## config.mk

```make
export PLATFORM = sky130hd
export DESIGN_NAME = flag_bit_rle_byte_decoder
export DESIGN_NICKNAME = d
export VERILOG_FILES = /design/src/rtl/core/fbrle_pkg.sv /design/src/rtl/core/fbrle_ctrl.sv /design/src/rtl/core/fbrle_dp.sv /design/src/rtl/core/flag_bit_rle_byte_decoder.sv
export SDC_FILE = /design/constraint.sdc
export NUM_CORES = 1
export LEC_CHECK = 0
export BUFFER_PORTS_ARGS = -buffer_cell sky130_fd_sc_hd__buf_2
export CORE_MARGIN = 2
export CORE_UTILIZATION = 60
export DETAILED_ROUTE_END_ITERATION = 10
export HOLD_SLACK_MARGIN = 0.02
export PLACE_DENSITY_LB_ADDON = 0.1
export SKIP_LAST_GASP = 1
export SYNTH_ARGS = -nofsm -noshare
export SYNTH_HDL_FRONTEND = slang
export SYNTH_SLANG_ARGS = --single-unit
```

## constraint.sdc

```tcl
create_clock -name clk -period 9.4 [get_ports clk]
set_clock_uncertainty 0.05 [all_clocks]
set_input_delay 0.47 -clock clk [delete_from_list [all_inputs] [get_ports clk]]
set_output_delay 0.47 -clock clk [all_outputs]
set_load 0.05 [all_outputs]
```

## src/rtl/core/fbrle_pkg.sv

```systemverilog
`timescale 1ns / 1ps

package fbrle_pkg;

  // Default width of the running decoded-byte total.
  localparam int TOTAL_BITS_DEF = 24;

  // Field widths of the result channel.
  localparam int KIND_W   = 2;
  localparam int VALUE_W  = 8;
  localparam int LEN_W    = 17;
  localparam int OFFS_W   = 26;
  localparam int COUNT_W  = 24;
  localparam int STRIDE_W = 3;

  // Descriptor kinds.
  localparam logic [KIND_W-1:0] KIND_LIT = 2'd0;
  localparam logic [KIND_W-1:0] KIND_RUN = 2'd1;
  localparam logic [KIND_W-1:0] KIND_END = 2'd2;

  // Controller to datapath.
  typedef struct packed {
    logic go;         // perform one resolve step this cycle
    logic sel_input;  // step consumes in_byte (otherwise an implied zero)
  } cmd_t;

  // Datapath to controller.
  typedef struct packed {
    logic out_free;   // output register can take a result this cycle
    logic cont;       // an implied-zero field follows the current step
  } status_t;

endpackage

```

## src/rtl/core/fbrle_ctrl.sv

```systemverilog
`timescale 1ns / 1ps

module fbrle_ctrl (
  input  logic              clk,
  input  logic              rst_n,
  input  logic              in_valid,
  output logic              in_stall,
  input  fbrle_pkg::status_t status,
  output fbrle_pkg::cmd_t    cmd,
  output logic              busy
);

  localparam logic ST_IDLE = 1'b0;
  localparam logic ST_LOOP = 1'b1;

  logic st_r;
  logic st_nxt;

  always_comb begin
    cmd.sel_input = 1'b0;
    cmd.go        = 1'b0;
    st_nxt        = st_r;
    unique case (st_r)
      ST_IDLE: begin
        cmd.sel_input = 1'b1;
        cmd.go        = in_valid && status.out_free;
      end
      ST_LOOP: begin
        cmd.go = status.out_free;
      end
      default: begin
        cmd.go = 1'b0;
      end
    endcase
    if (cmd.go) begin
      st_nxt = status.cont ? ST_LOOP : ST_IDLE;
    end
  end

  always_ff @(posedge clk) begin
    if (!rst_n) begin
      st_r <= ST_IDLE;
    end else begin
      st_r <= st_nxt;
    end
  end

  assign in_stall = (st_r != ST_IDLE) || !status.out_free;
  assign busy     = (st_r == ST_LOOP);

endmodule

```

## src/rtl/core/fbrle_dp.sv

```systemverilog
`timescale 1ns / 1ps

module fbrle_dp #(
  parameter int TOTAL_BITS = fbrle_pkg::TOTAL_BITS_DEF
) (
  input  logic                                clk,
  input  logic                                rst_n,
  input  fbrle_pkg::cmd_t                      cmd,
  output fbrle_pkg::status_t                   status,
  input  logic [7:0]                          in_byte,
  input  logic                                cfg_we,
  input  logic [fbrle_pkg::STRIDE_W-1:0]      cfg_data,
  input  logic                                out_stall,
  output logic                                out_valid,
  output logic [fbrle_pkg::KIND_W-1:0]        out_kind,
  output logic [fbrle_pkg::VALUE_W-1:0]       out_run_value,
  output logic [fbrle_pkg::LEN_W-1:0]         out_run_length,
  output logic [fbrle_pkg::OFFS_W-1:0]        out_start_offset,
  output logic [fbrle_pkg::COUNT_W-1:0]       out_total_count,
  output logic                                out_last_of_item
);

  localparam int LW = fbrle_pkg::LEN_W;
  localparam int SW = ((TOTAL_BITS > LW) ? TOTAL_BITS : LW) + 1;
  localparam int PW = ((TOTAL_BITS + 3) > fbrle_pkg::OFFS_W) ?
                      (TOTAL_BITS + 3) : fbrle_pkg::OFFS_W;
  localparam int CW = (TOTAL_BITS > fbrle_pkg::COUNT_W) ? TOTAL_BITS : fbrle_pkg::COUNT_W;
  localparam logic [TOTAL_BITS-1:0] TOTAL_CAP = {TOTAL_BITS{1'b1}};

  localparam logic [1:0] PH_SYM = 2'd0;
  localparam logic [1:0] PH_CNT = 2'd1;
  localparam logic [1:0] PH_HI  = 2'd2;
  localparam logic [1:0] PH_LO  = 2'd3;

  localparam logic [8:0] PREV_NONE = 9'h100;

  logic [fbrle_pkg::STRIDE_W-1:0] stride_r;
  logic [fbrle_pkg::STRIDE_W-1:0] stride_eff;

  logic [7:0]            flag_r,  flag_nxt;
  logic [7:0]            mask_r,  mask_nxt;
  logic [1:0]            phase_r, phase_nxt;
  logic [8:0]            prev_r,  prev_nxt;
  logic [LW-1:0]         acc_r,   acc_nxt;
  logic [TOTAL_BITS-1:0] total_r, total_nxt;

  logic [7:0]                     v;
  logic                           emit;
  logic                           is_end;
  logic                           cont;
  logic [fbrle_pkg::KIND_W-1:0]   e_kind;
  logic [7:0]                     e_val;
  logic [LW-1:0]                  e_len;
  logic [SW-1:0]                  sum;
  logic [PW-1:0]                  prod;
  logic [CW-1:0]                  count_ext;

  logic                           out_valid_r;
  logic [fbrle_pkg::KIND_W-1:0]   kind_r;
  logic [7:0]                     val_r;
  logic [LW-1:0]                  len_r;
  logic [fbrle_pkg::OFFS_W-1:0]   offs_r;
  logic [fbrle_pkg::COUNT_W-1:0]  count_r;
  logic                           last_r;
  logic                           out_free;

  // Stride codes outside 1..4 clamp to the nearest legal stride.
  always_comb begin
    unique case (stride_r) inside
      3'd0:                    stride_eff = 3'd1;
      3'd1, 3'd2, 3'd3, 3'd4:  stride_eff = stride_r;
      default:                 stride_eff = 3'd4;
    endcase
  end

  assign prod = PW'(total_r) * PW'(stride_eff);

  always_comb begin
    flag_nxt  = flag_r;
    mask_nxt  = mask_r;
    phase_nxt = phase_r;
    prev_nxt  = prev_r;
    acc_nxt   = acc_r;
    total_nxt = total_r;
    emit      = 1'b0;
    is_end    = 1'b0;
    cont      = 1'b0;
    e_kind    = fbrle_pkg::KIND_LIT;
    e_val     = 8'd0;
    e_len     = '0;
    sum       = '0;
    v         = cmd.sel_input ? in_byte : 8'd0;

    if (cmd.sel_input && (mask_r == 8'd0)) begin
      flag_nxt = in_byte;
      mask_nxt = 8'h80;
      cont     = !in_byte[7];
    end else begin
      unique case (phase_r)
        PH_SYM: begin
          if (cmd.sel_input && (v == 8'd0)) begin
            is_end = 1'b1;
            emit   = 1'b1;
            e_kind = fbrle_pkg::KIND_END;
          end else begin
            emit   = 1'b1;
            e_kind = fbrle_pkg::KIND_LIT;
            e_val  = v;
            e_len  = LW'(1);
            if (prev_r == {1'b0, v}) begin
              phase_nxt = PH_CNT;
            end else begin
              prev_nxt = {1'b0, v};
            end
          end
        end
        PH_CNT: begin
          if (v < 8'd254) begin
            emit      = 1'b1;
            e_kind    = fbrle_pkg::KIND_RUN;
            e_val     = prev_r[7:0];
            e_len     = LW'(v);
            prev_nxt  = PREV_NONE;
            acc_nxt   = '0;
            phase_nxt = PH_SYM;
          end else if (v == 8'd254) begin
            acc_nxt   = LW'(254);
            phase_nxt = PH_LO;
          end else begin
            acc_nxt   = LW'(510);
            phase_nxt = PH_HI;
          end
        end
        PH_HI: begin
          acc_nxt   = acc_r + {1'b0, v, 8'd0};
          phase_nxt = PH_LO;
        end
        PH_LO: begin
          emit      = 1'b1;
          e_kind    = fbrle_pkg::KIND_RUN;
          e_val     = prev_r[7:0];
          e_len     = acc_r + LW'(v);
          prev_nxt  = PREV_NONE;
          acc_nxt   = '0;
          phase_nxt = PH_SYM;
        end
      endcase

      if (is_end) begin
        flag_nxt  = 8'd0;
        mask_nxt  = 8'd0;
        phase_nxt = PH_SYM;
        prev_nxt  = PREV_NONE;
        acc_nxt   = '0;
        total_nxt = '0;
      end else begin
        mask_nxt = mask_r >> 1;
        cont     = |((mask_r >> 1) & ~flag_r);
        if (emit) begin
          sum = SW'(total_r) + SW'(e_len);
          total_nxt = (sum > SW'(TOTAL_CAP)) ? TOTAL_CAP : sum[TOTAL_BITS-1:0];
        end
      end
    end
  end

  // The end descriptor reports the length before the clear.
  assign count_ext = is_end ? CW'(total_r) : CW'(total_nxt);

  assign out_free = !out_valid_r || !out_stall;
  assign status.out_free = out_free;
  assign status.cont     = cont;

  always_ff @(posedge clk) begin
    if (!rst_n) begin
      stride_r <= fbrle_pkg::STRIDE_W'(1);
      flag_r   <= 8'd0;
      mask_r   <= 8'd0;
      phase_r  <= PH_SYM;
      prev_r   <= PREV_NONE;
      acc_r    <= '0;
      total_r  <= '0;
    end else begin
      if (cfg_we) begin
        stride_r <= cfg_data;
      end
      if (cmd.go) begin
        flag_r  <= flag_nxt;
        mask_r  <= mask_nxt;
        phase_r <= phase_nxt;
        prev_r  <= prev_nxt;
        acc_r   <= acc_nxt;
        total_r <= total_nxt;
      end
    end
  end

  always_ff @(posedge clk) begin
    if (!rst_n) begin
      out_valid_r <= 1'b0;
    end else if (cmd.go && emit) begin
      out_valid_r <= 1'b1;
    end else if (!out_stall) begin
      out_valid_r <= 1'b0;
    end
  end

  always_ff @(posedge clk) begin
    if (cmd.go && emit) begin
      kind_r  <= e_kind;
      val_r   <= e_val;
      len_r   <= e_len;
      offs_r  <= prod[fbrle_pkg::OFFS_W-1:0];
      count_r <= count_ext[fbrle_pkg::COUNT_W-1:0];
      last_r  <= is_end || !cont;
    end
  end

  assign out_valid        = out_valid_r;
  assign out_kind         = kind_r;
  assign out_run_value    = val_r;
  assign out_run_length   = len_r;
  assign out_start_offset = offs_r;
  assign out_total_count  = count_r;
  assign out_last_of_item = last_r;

endmodule

```

## src/rtl/core/flag_bit_rle_byte_decoder.sv

```systemverilog
`timescale 1ns / 1ps

// Channel  Direction  Handshake            Payload
// in       input      in_valid / in_stall  in_byte
// out      output     out_valid / out_stall kind, run_value, run_length, start_offset,
//                                          total_count, last_of_item
// cfg      input      cfg_valid / cfg_ready cfg_output_stride
//
// Each beat on the input is followed by one resolve step for every implied-zero
// field that its flag byte resolves right after it; no new byte is taken meanwhile.
// The flag-bit walk in the controller does this, one field per cycle when not stalled.
// A result waiting in the output register under out_stall holds the walk.
// Reset (rst_n low, synchronous) clears the stream state and sets the stride to 1.

module flag_bit_rle_byte_decoder #(
  parameter int TOTAL_BITS = fbrle_pkg::TOTAL_BITS_DEF
) (
  input  logic                                clk,
  input  logic                                rst_n,
  input  logic                                in_valid,
  output logic                                in_stall,
  input  logic [7:0]                          in_byte,
  output logic                                out_valid,
  input  logic                                out_stall,
  output logic [fbrle_pkg::KIND_W-1:0]        out_kind,
  output logic [fbrle_pkg::VALUE_W-1:0]       out_run_value,
  output logic [fbrle_pkg::LEN_W-1:0]         out_run_length,
  output logic [fbrle_pkg::OFFS_W-1:0]        out_start_offset,
  output logic [fbrle_pkg::COUNT_W-1:0]       out_total_count,
  output logic                                out_last_of_item,
  input  logic                                cfg_valid,
  output logic                                cfg_ready,
  input  logic [fbrle_pkg::STRIDE_W-1:0]      cfg_output_stride
);

  fbrle_pkg::cmd_t    cmd;
  fbrle_pkg::status_t status;
  logic               busy;

  assign cfg_ready = 1'b1;

  fbrle_ctrl u_ctrl (
    .clk      (clk),
    .rst_n    (rst_n),
    .in_valid (in_valid),
    .in_stall (in_stall),
    .status   (status),
    .cmd      (cmd),
    .busy     (busy)
  );

  fbrle_dp #(
    .TOTAL_BITS (TOTAL_BITS)
  ) u_dp (
    .clk              (clk),
    .rst_n            (rst_n),
    .cmd              (cmd),
    .status           (status),
    .in_byte          (in_byte),
    .cfg_we           (cfg_valid && cfg_ready),
    .cfg_data         (cfg_output_stride),
    .out_stall        (out_stall),
    .out_valid        (out_valid),
    .out_kind         (out_kind),
    .out_run_value    (out_run_value),
    .out_run_length   (out_run_length),
    .out_start_offset (out_start_offset),
    .out_total_count  (out_total_count),
    .out_last_of_item (out_last_of_item)
  );

  // No new byte is taken while implied-zero fields are still being walked.
  a_busy_stalls: assert property (@(posedge clk) disable iff (!rst_n)
    busy |-> in_stall)
    else $error("input accepted during flag walk");

  // The walk only starts right after an accepted byte.
  a_walk_start: assert property (@(posedge clk) disable iff (!rst_n)
    $rose(busy) |-> $past(in_valid && !in_stall))
    else $error("flag walk started without an input beat");

  a_end_last: assert property (@(posedge clk) disable iff (!rst_n)
    (out_valid && (out_kind == fbrle_pkg::KIND_END)) |->
      (out_last_of_item && (out_run_length == '0)))
    else $error("end descriptor malformed");

  a_lit_len: assert property (@(posedge clk) disable iff (!rst_n)
    (out_valid && (out_kind == fbrle_pkg::KIND_LIT)) |-> (out_run_length == 17'd1))
    else $error("literal with length other than one");

endmodule
```

== Yosys cells after proc, flatten, opt, wreduce, memory -nomap -nowiden ==
Cells that the tools add are included.

* Output and inout port bits: 81
* Logic and storage cells: 116
* Register bits: 151

* Mux-type cells: 51
* Magnitude comparators: 2
* Add/subtract/negate cells: 3
* Reductions and logical operators: 26
* Equal/unequal tests: 14
* Multipliers: 1
* Bitwise logic cells: 4

{| class="wikitable"
|+ Operators by type and width
! operator !! count
|-
| 24-bit 2-to-1 mux || 5
|-
| 17-bit one-hot mux with 3 select lines || 2
|-
| 8-bit 2-to-1 mux || 7
|-
| 17-bit 2-to-1 mux || 3
|-
| 9-bit 2-to-1 mux || 5
|-
| 9-bit one-hot mux with 3 select lines || 1
|-
| 24-bit by 3-bit multiplier with 26-bit output || 1
|-
| 24-bit by 17-bit adder with 25-bit output || 1
|-
| 25-bit by 24-bit greater-than comparator with 1-bit output (second input constant) || 1
|-
| 8-bit one-hot mux with 3 select lines || 1
|-
| 17-bit by 16-bit adder with 17-bit output || 1
|-
| 17-bit by 8-bit adder with 17-bit output || 1
|-
| 8-bit logical NOT || 2
|-
| 1-bit 2-to-1 mux || 16
|-
| 2-bit 2-to-1 mux || 5
|-
| 9-bit by 8-bit == test with 1-bit output || 1
|-
| 7-bit by 8-bit bitwise AND with 8-bit output || 1
|-
| 8-bit == test (second input constant) || 1
|-
| 8-bit < comparator (second input constant) || 1
|-
| 8-bit inverter || 1
|-
| 2-bit one-hot mux with 4 select lines || 1
|-
| 4-bit nonzero test || 2
|-
| 8-bit OR reduction || 1
|-
| 7-bit 2-to-1 mux || 1
|-
| 24 further kinds || 39
|}

== Logic depth before layout (Yosys ltp) ==
* Depth in word-level cells: 13
* Gate-level depth with buffers: 22
* Gate-level depth less buffers: 20

== Cells and area by module ==
From an unflattened synthesis, not the netlist that was laid out.

* Cells, all modules: 1149
* Area total of the unflattened synthesis: 9974.6 um2

{| class="wikitable"
|+ Modules (own cells, without submodules)
! module !! cells an instance !! area an instance (um2) !! seq. area each (um2) !! instances
|-
| fbrle_dp || 1140 || 9904.5 || 3623.5 || 1
|-
| fbrle_ctrl || 7 || 58.8 || 20.0 || 1
|-
| flag_bit_rle_byte_decoder || 2 || 11.3 || 0.0 || 1
|}

== Worst setup path before layout ==
No wires, ideal clock.

* Path kind: reg2reg
* Start point: register u_ctrl.st_r (netlist: u_ctrl.busy)
* End point: register u_dp.kind_r, in the netlist u_dp.out_kind[0], enable pin
* Data required time: 8717 ps
* Arrival: 7070 ps
* Cell stages (with the launch flop): 6
* Path slack: 1647 ps
* Clock period less this slack: 7753 ps
* Path buffers: 3
* Cell sequence: dfxtp_1 buf_2 buf_1 o21ai_0 clkbuf_1 a211oi_1

* Word-level cells in the longest chain between the ends: 7
* Elaborated cells between the ends (all ways): 11

{| class="wikitable"
|+ Ends and longest elaborated chain
! what !! RTL line !! RTL
|-
| start, declared || fbrle_ctrl.sv:16 || <nowiki>logic st_r;</nowiki>
|-
| start signal, assigned || fbrle_ctrl.sv:44 || <nowiki>st_r <= st_nxt;</nowiki>
|-
| 8-bit 2-to-1 mux || fbrle_dp.sv:92 || <nowiki>v = cmd.sel_input ? in_byte : 8'd0;</nowiki>
|-
| 8-bit < comparator || fbrle_dp.sv:118 || <nowiki>if (v < 8'd254) begin</nowiki>
|-
| 1-bit 2-to-1 mux || fbrle_dp.sv:118 ||
|-
| 1-bit one-hot mux with 2 select lines || fbrle_dp.sv:99 || <nowiki>unique case (phase_r)</nowiki>
|-
| 1-bit 2-to-1 mux (2 in series) || fbrle_dp.sv:94 || <nowiki>if (cmd.sel_input && (mask_r == 8'd0)) begin</nowiki>
|-
| 1-bit logical AND * || fbrle_dp.sv:209 || <nowiki>if (cmd.go && emit) begin</nowiki>
|-
| end signal, assigned || fbrle_dp.sv:210 || <nowiki>kind_r <= e_kind;</nowiki>
|-
| end, declared || fbrle_dp.sv:59 || <nowiki>logic [fbrle_pkg::KIND_W-1:0] kind_r;</nowiki>
|}

Every way passes the cells marked *; elsewhere a longest branch is shown, timed or not. The select of a mux whose other input is x is not followed.
A chain may end at the register's enable or synchronous reset.

== Final worst setup path ==
* Start point: register u_ctrl.st_r (netlist: u_ctrl.busy)
* End point: register u_dp.count_r, in the netlist u_dp.out_total_count[17] (data pin)

* Word-level cells in the longest chain between the ends: 13
* Elaborated cells between the ends (all ways): 25

{| class="wikitable"
|+ Ends and longest elaborated chain
! what !! RTL line !! RTL
|-
| branches (longest 12 deep; another with 24-bit by 17-bit adder with 25-bit output) || n/a ||
|-
| 24-bit 2-to-1 mux * || fbrle_dp.sv:168 || <nowiki>assign count_ext = is_end ? CW'(total_r) : CW'(total_nxt);</nowiki>
|-
| net u_dp.count_ext[17] || fbrle_dp.sv:56 || <nowiki>logic [CW-1:0] count_ext;</nowiki>
|-
| end signal, assigned || fbrle_dp.sv:214 || <nowiki>count_r <= count_ext[fbrle_pkg::COUNT_W-1:0];</nowiki>
|-
| end, declared || fbrle_dp.sv:63 || <nowiki>logic [fbrle_pkg::COUNT_W-1:0] count_r;</nowiki>
|}

Mark *: on every way through the listed nets, which the timed path passes. The select of a mux whose other input is x is not followed.

==> impl_metrics.toml <==
[job]
maxCapViolations = 0

[setup_path]
r2r-end = "u_dp.out_total_count[17]"
slowest_stage = "dfxtp_1"
reg2regPathDepth = 20
cp.arrival_ns = 5.80
start_kind = "register"
cp_max_fo = 22
r2r_slack_ns = 3.72
crit_required_ns = 9.52
r2r-start = "u_ctrl.busy"
path_cells = "nor2b_1, ha_1, ha_1, inv_1, o21ai_0, a22o_1, a21o_1, a21oi_1, nor3b_1, xnor2_1, nor2_1, ha_1, and2_1, a311o_1, o21a_1, a31oi_1, nand2_1, or3_1, a21oi_1, a21oi_1"
setup.worst_path.start = "u_ctrl.busy"
slowest_delay_ns = 0.82
path_class = "register to register"
endpoint_kind = "register"
worstSetupEndpoint = "u_dp.out_total_count[17]"

[sta]
rsz0062_at_grt = "no"
max_clock_freq_ghz = 0.176
maxSlewViolCount = 0
worst_pin_slew_ns = 0.924
post-route-min-period_ns = 5.68
worst_hold_slack_ns = 0.200
fin_tns_setup_ns = 0
finalHoldViolCount = 0
finalSetupViolations = 0
maxSlewHeadroom = 0.382
post-route-period-util = 0.604

[clock_network]
clk_path_buf_depth = 2
postCtsResizedCells = 0
path_clk_slew_ns = 0.06
cts_max_level = 4
clock_sinks = 143
hold_buffers = 0
cts_tree = "yes"
cts_made_buffers = 17
clkLatencyLatePin_ns = 0.43
root_buffer = "clkbuf_16"
cts_setup_buffers = 0

[floorplanning]
num_rows = 46
die_x_um = 131
die_h_um = 131
num_io_pins = 97
initial_utilization = 0.610
core_area_um2 = 15800
die-area_um2 = 17100

[min_path]
hp-class = "input pin to register"

[synth]
synth-seq-cells = 143
synthArstFlopShare = 0
yosysTopAreaCell = "edfxtp_1"
synth_cell_type_count = 70
ys_warn_count = 0
yosysSeqAreaShare = 0.377
synth_edf_count = 78
synth-main-ff-cell = "edfxtp_1"
synth_fp_nets = 1176
syn_inst = 1079
synthTopCellsByCount = "nand2_1, nor2_1, edfxtp_1"
synth.avg_cell_area_um2 = 8.95
yosysTopAreaCellShare = 0.242
syn_area_um2 = 9660
synth_most_common_cell = "nand2_1"
synth.area.top_cells = "edfxtp_1, dfxtp_1, ha_1"

[placement]
io_buffers = 95
dpl.hpwl_um = 17100
routabilityCongestion = 0.948

[grt]
grt_pass1_wl_um = 38100
overflow = 0
grt_usage = 0.285
grt_start_max_net_pins = 49
antenna_found_initial = 0
grt_pass1_vias = 7532

[power_and_ir_drop]
powerDensity_nw_per_um2 = 170
p_total_mw = 1.84
vdd_ir_drop_max_mv = 0.132
p_leak_nw = 4.70

[drt]
wl_met2_um = 10700
met1_length_um = 10900
routedWlPerCell_um = 17.1
ant_nets = 0
wl_met3_um = 1510
routed-via-count = 8218
first_pass_iters = 5
drt_iter0_markers = 870
top_layer = "met4"
via_per_inst = 5.97
drc = 0
drt-total-wl_um = 23500

[layout]
final_nets = 1245
diodes = 0
drive_gt1_frac = 0.131
syn_to_final_growth_pct = 12.1

[outcome]
status = "complete, no violations"
metal layers:
metal  global-route usage  up-vias
met3               0.0509       37
met5                    0        -
li1                     -     3952
met2                0.451      304
met4               0.0857        0
met1                0.401     3925
report_power, final:
group / internal (mW) / leakage [nW] / switching, mW
Clock: 0.377 / 0.284 / 0.276
Combinational: 0.0952 / 3.14 / 0.335
Sequential: 0.734 / 1.28 / 0.0267
worst max-delay path: cells and delay by family, from the launching register on:
family | cells | cell delay [ns]
flops | 1 | 0.82
xor+xnor | 1 | 0.23
simple gates | 6 | 1.52
compound gates | 9 | 1.80
fa+ha+maj | 3 | 0.89
buf+inv | 1 | 0.10
sequential cells by signal, indices dropped and copies added, names as in the netlist:
name and count:
u_ctrl.busy 1, u_dp.acc_r 10, u_dp.flag_r 7, u_dp.mask_r 8, u_dp.out_kind 2, u_dp.out_last_of_item 1
u_dp.out_run_length 17, u_dp.out_run_value 8, u_dp.out_start_offset 26, u_dp.out_total_count 24, u_dp.out_valid 1, u_dp.phase_r 2
u_dp.prev_r 9, u_dp.stride_r 3, u_dp.total_r 24
placed cells by master, fill, tap and decap left out, drive strengths merged, types with 12 or more instances in the layout:
| master | instances |
|---|---|
| inv | 73 |
| and2 | 22 |
| ha | 56 |
| a21oi | 65 |
| a31oi | 15 |
| o21a | 13 |
| a22oi | 20 |
| dfxtp | 65 |
| nor2 | 93 |
| and3 | 12 |
| xnor2 | 45 |
| a21o | 15 |
| nand2 | 147 |
| clkbuf | 21 |
| mux2i | 14 |
| nor3 | 13 |
| nand3 | 21 |
| nor2b | 43 |
| edfxtp | 78 |
| o21ai | 44 |
| buf | 103 |
| fa | 25 |
| xor2 | 15 |
final cells by class:
type	instances	area (um^2)
clock buffer	21	493
clock inverter	11	78.8
fill	1329	4990
inverter	70	263
multi-input combinational	813	5550
sequential	143	3640
tap	216	270
timing repair buffer	103	536
cell families after synthesis:
logic type	after synthesis	share of synthesized area
and+or+nand+nor	394	0.193
AOI/OAI and AO/OA	253	0.175
buffers and inverters	123	0.0496
muxes	16	0.0168
other	1	0.000388
DFF	143	0.377
xor gates and xnor gates	60	0.0544
adders and majority gates	89	0.134
worst min-delay path by stage:
stage,endpoint,slack (ns),cells past startpoint,from
floorplan,u_dp.mask_r[0],0.39,2,u_dp.mask_r[0]
global placement,u_dp.prev_r[8],0.41,2,u_dp.prev_r[8]
detailed placement,u_dp.prev_r[8],0.42,2,u_dp.prev_r[8]
CTS,u_dp.stride_r[0],0.19,3,cfg_output_stride[0]
global route,u_dp.stride_r[0],0.20,3,cfg_output_stride[0]
finish,u_dp.stride_r[0],0.20,3,cfg_output_stride[0]
stage by stage:
stage / std cells / utilization / setup WS, ns / area (um^2)
floorplan: 1079 / - / 1.65 / 9660
global placement: 1345 / 0.648 / 4.07 / 10300
detailed placement: 1345 / 0.648 / 3.90 / 10300
CTS: 1377 / 0.685 / 3.87 / 10800
global route: 1377 / 0.685 / 3.24 / 10800
finish: 1377 / 0.685 / 3.72 / 10800
No activity file was read; power rests on OpenSTA's default activity.
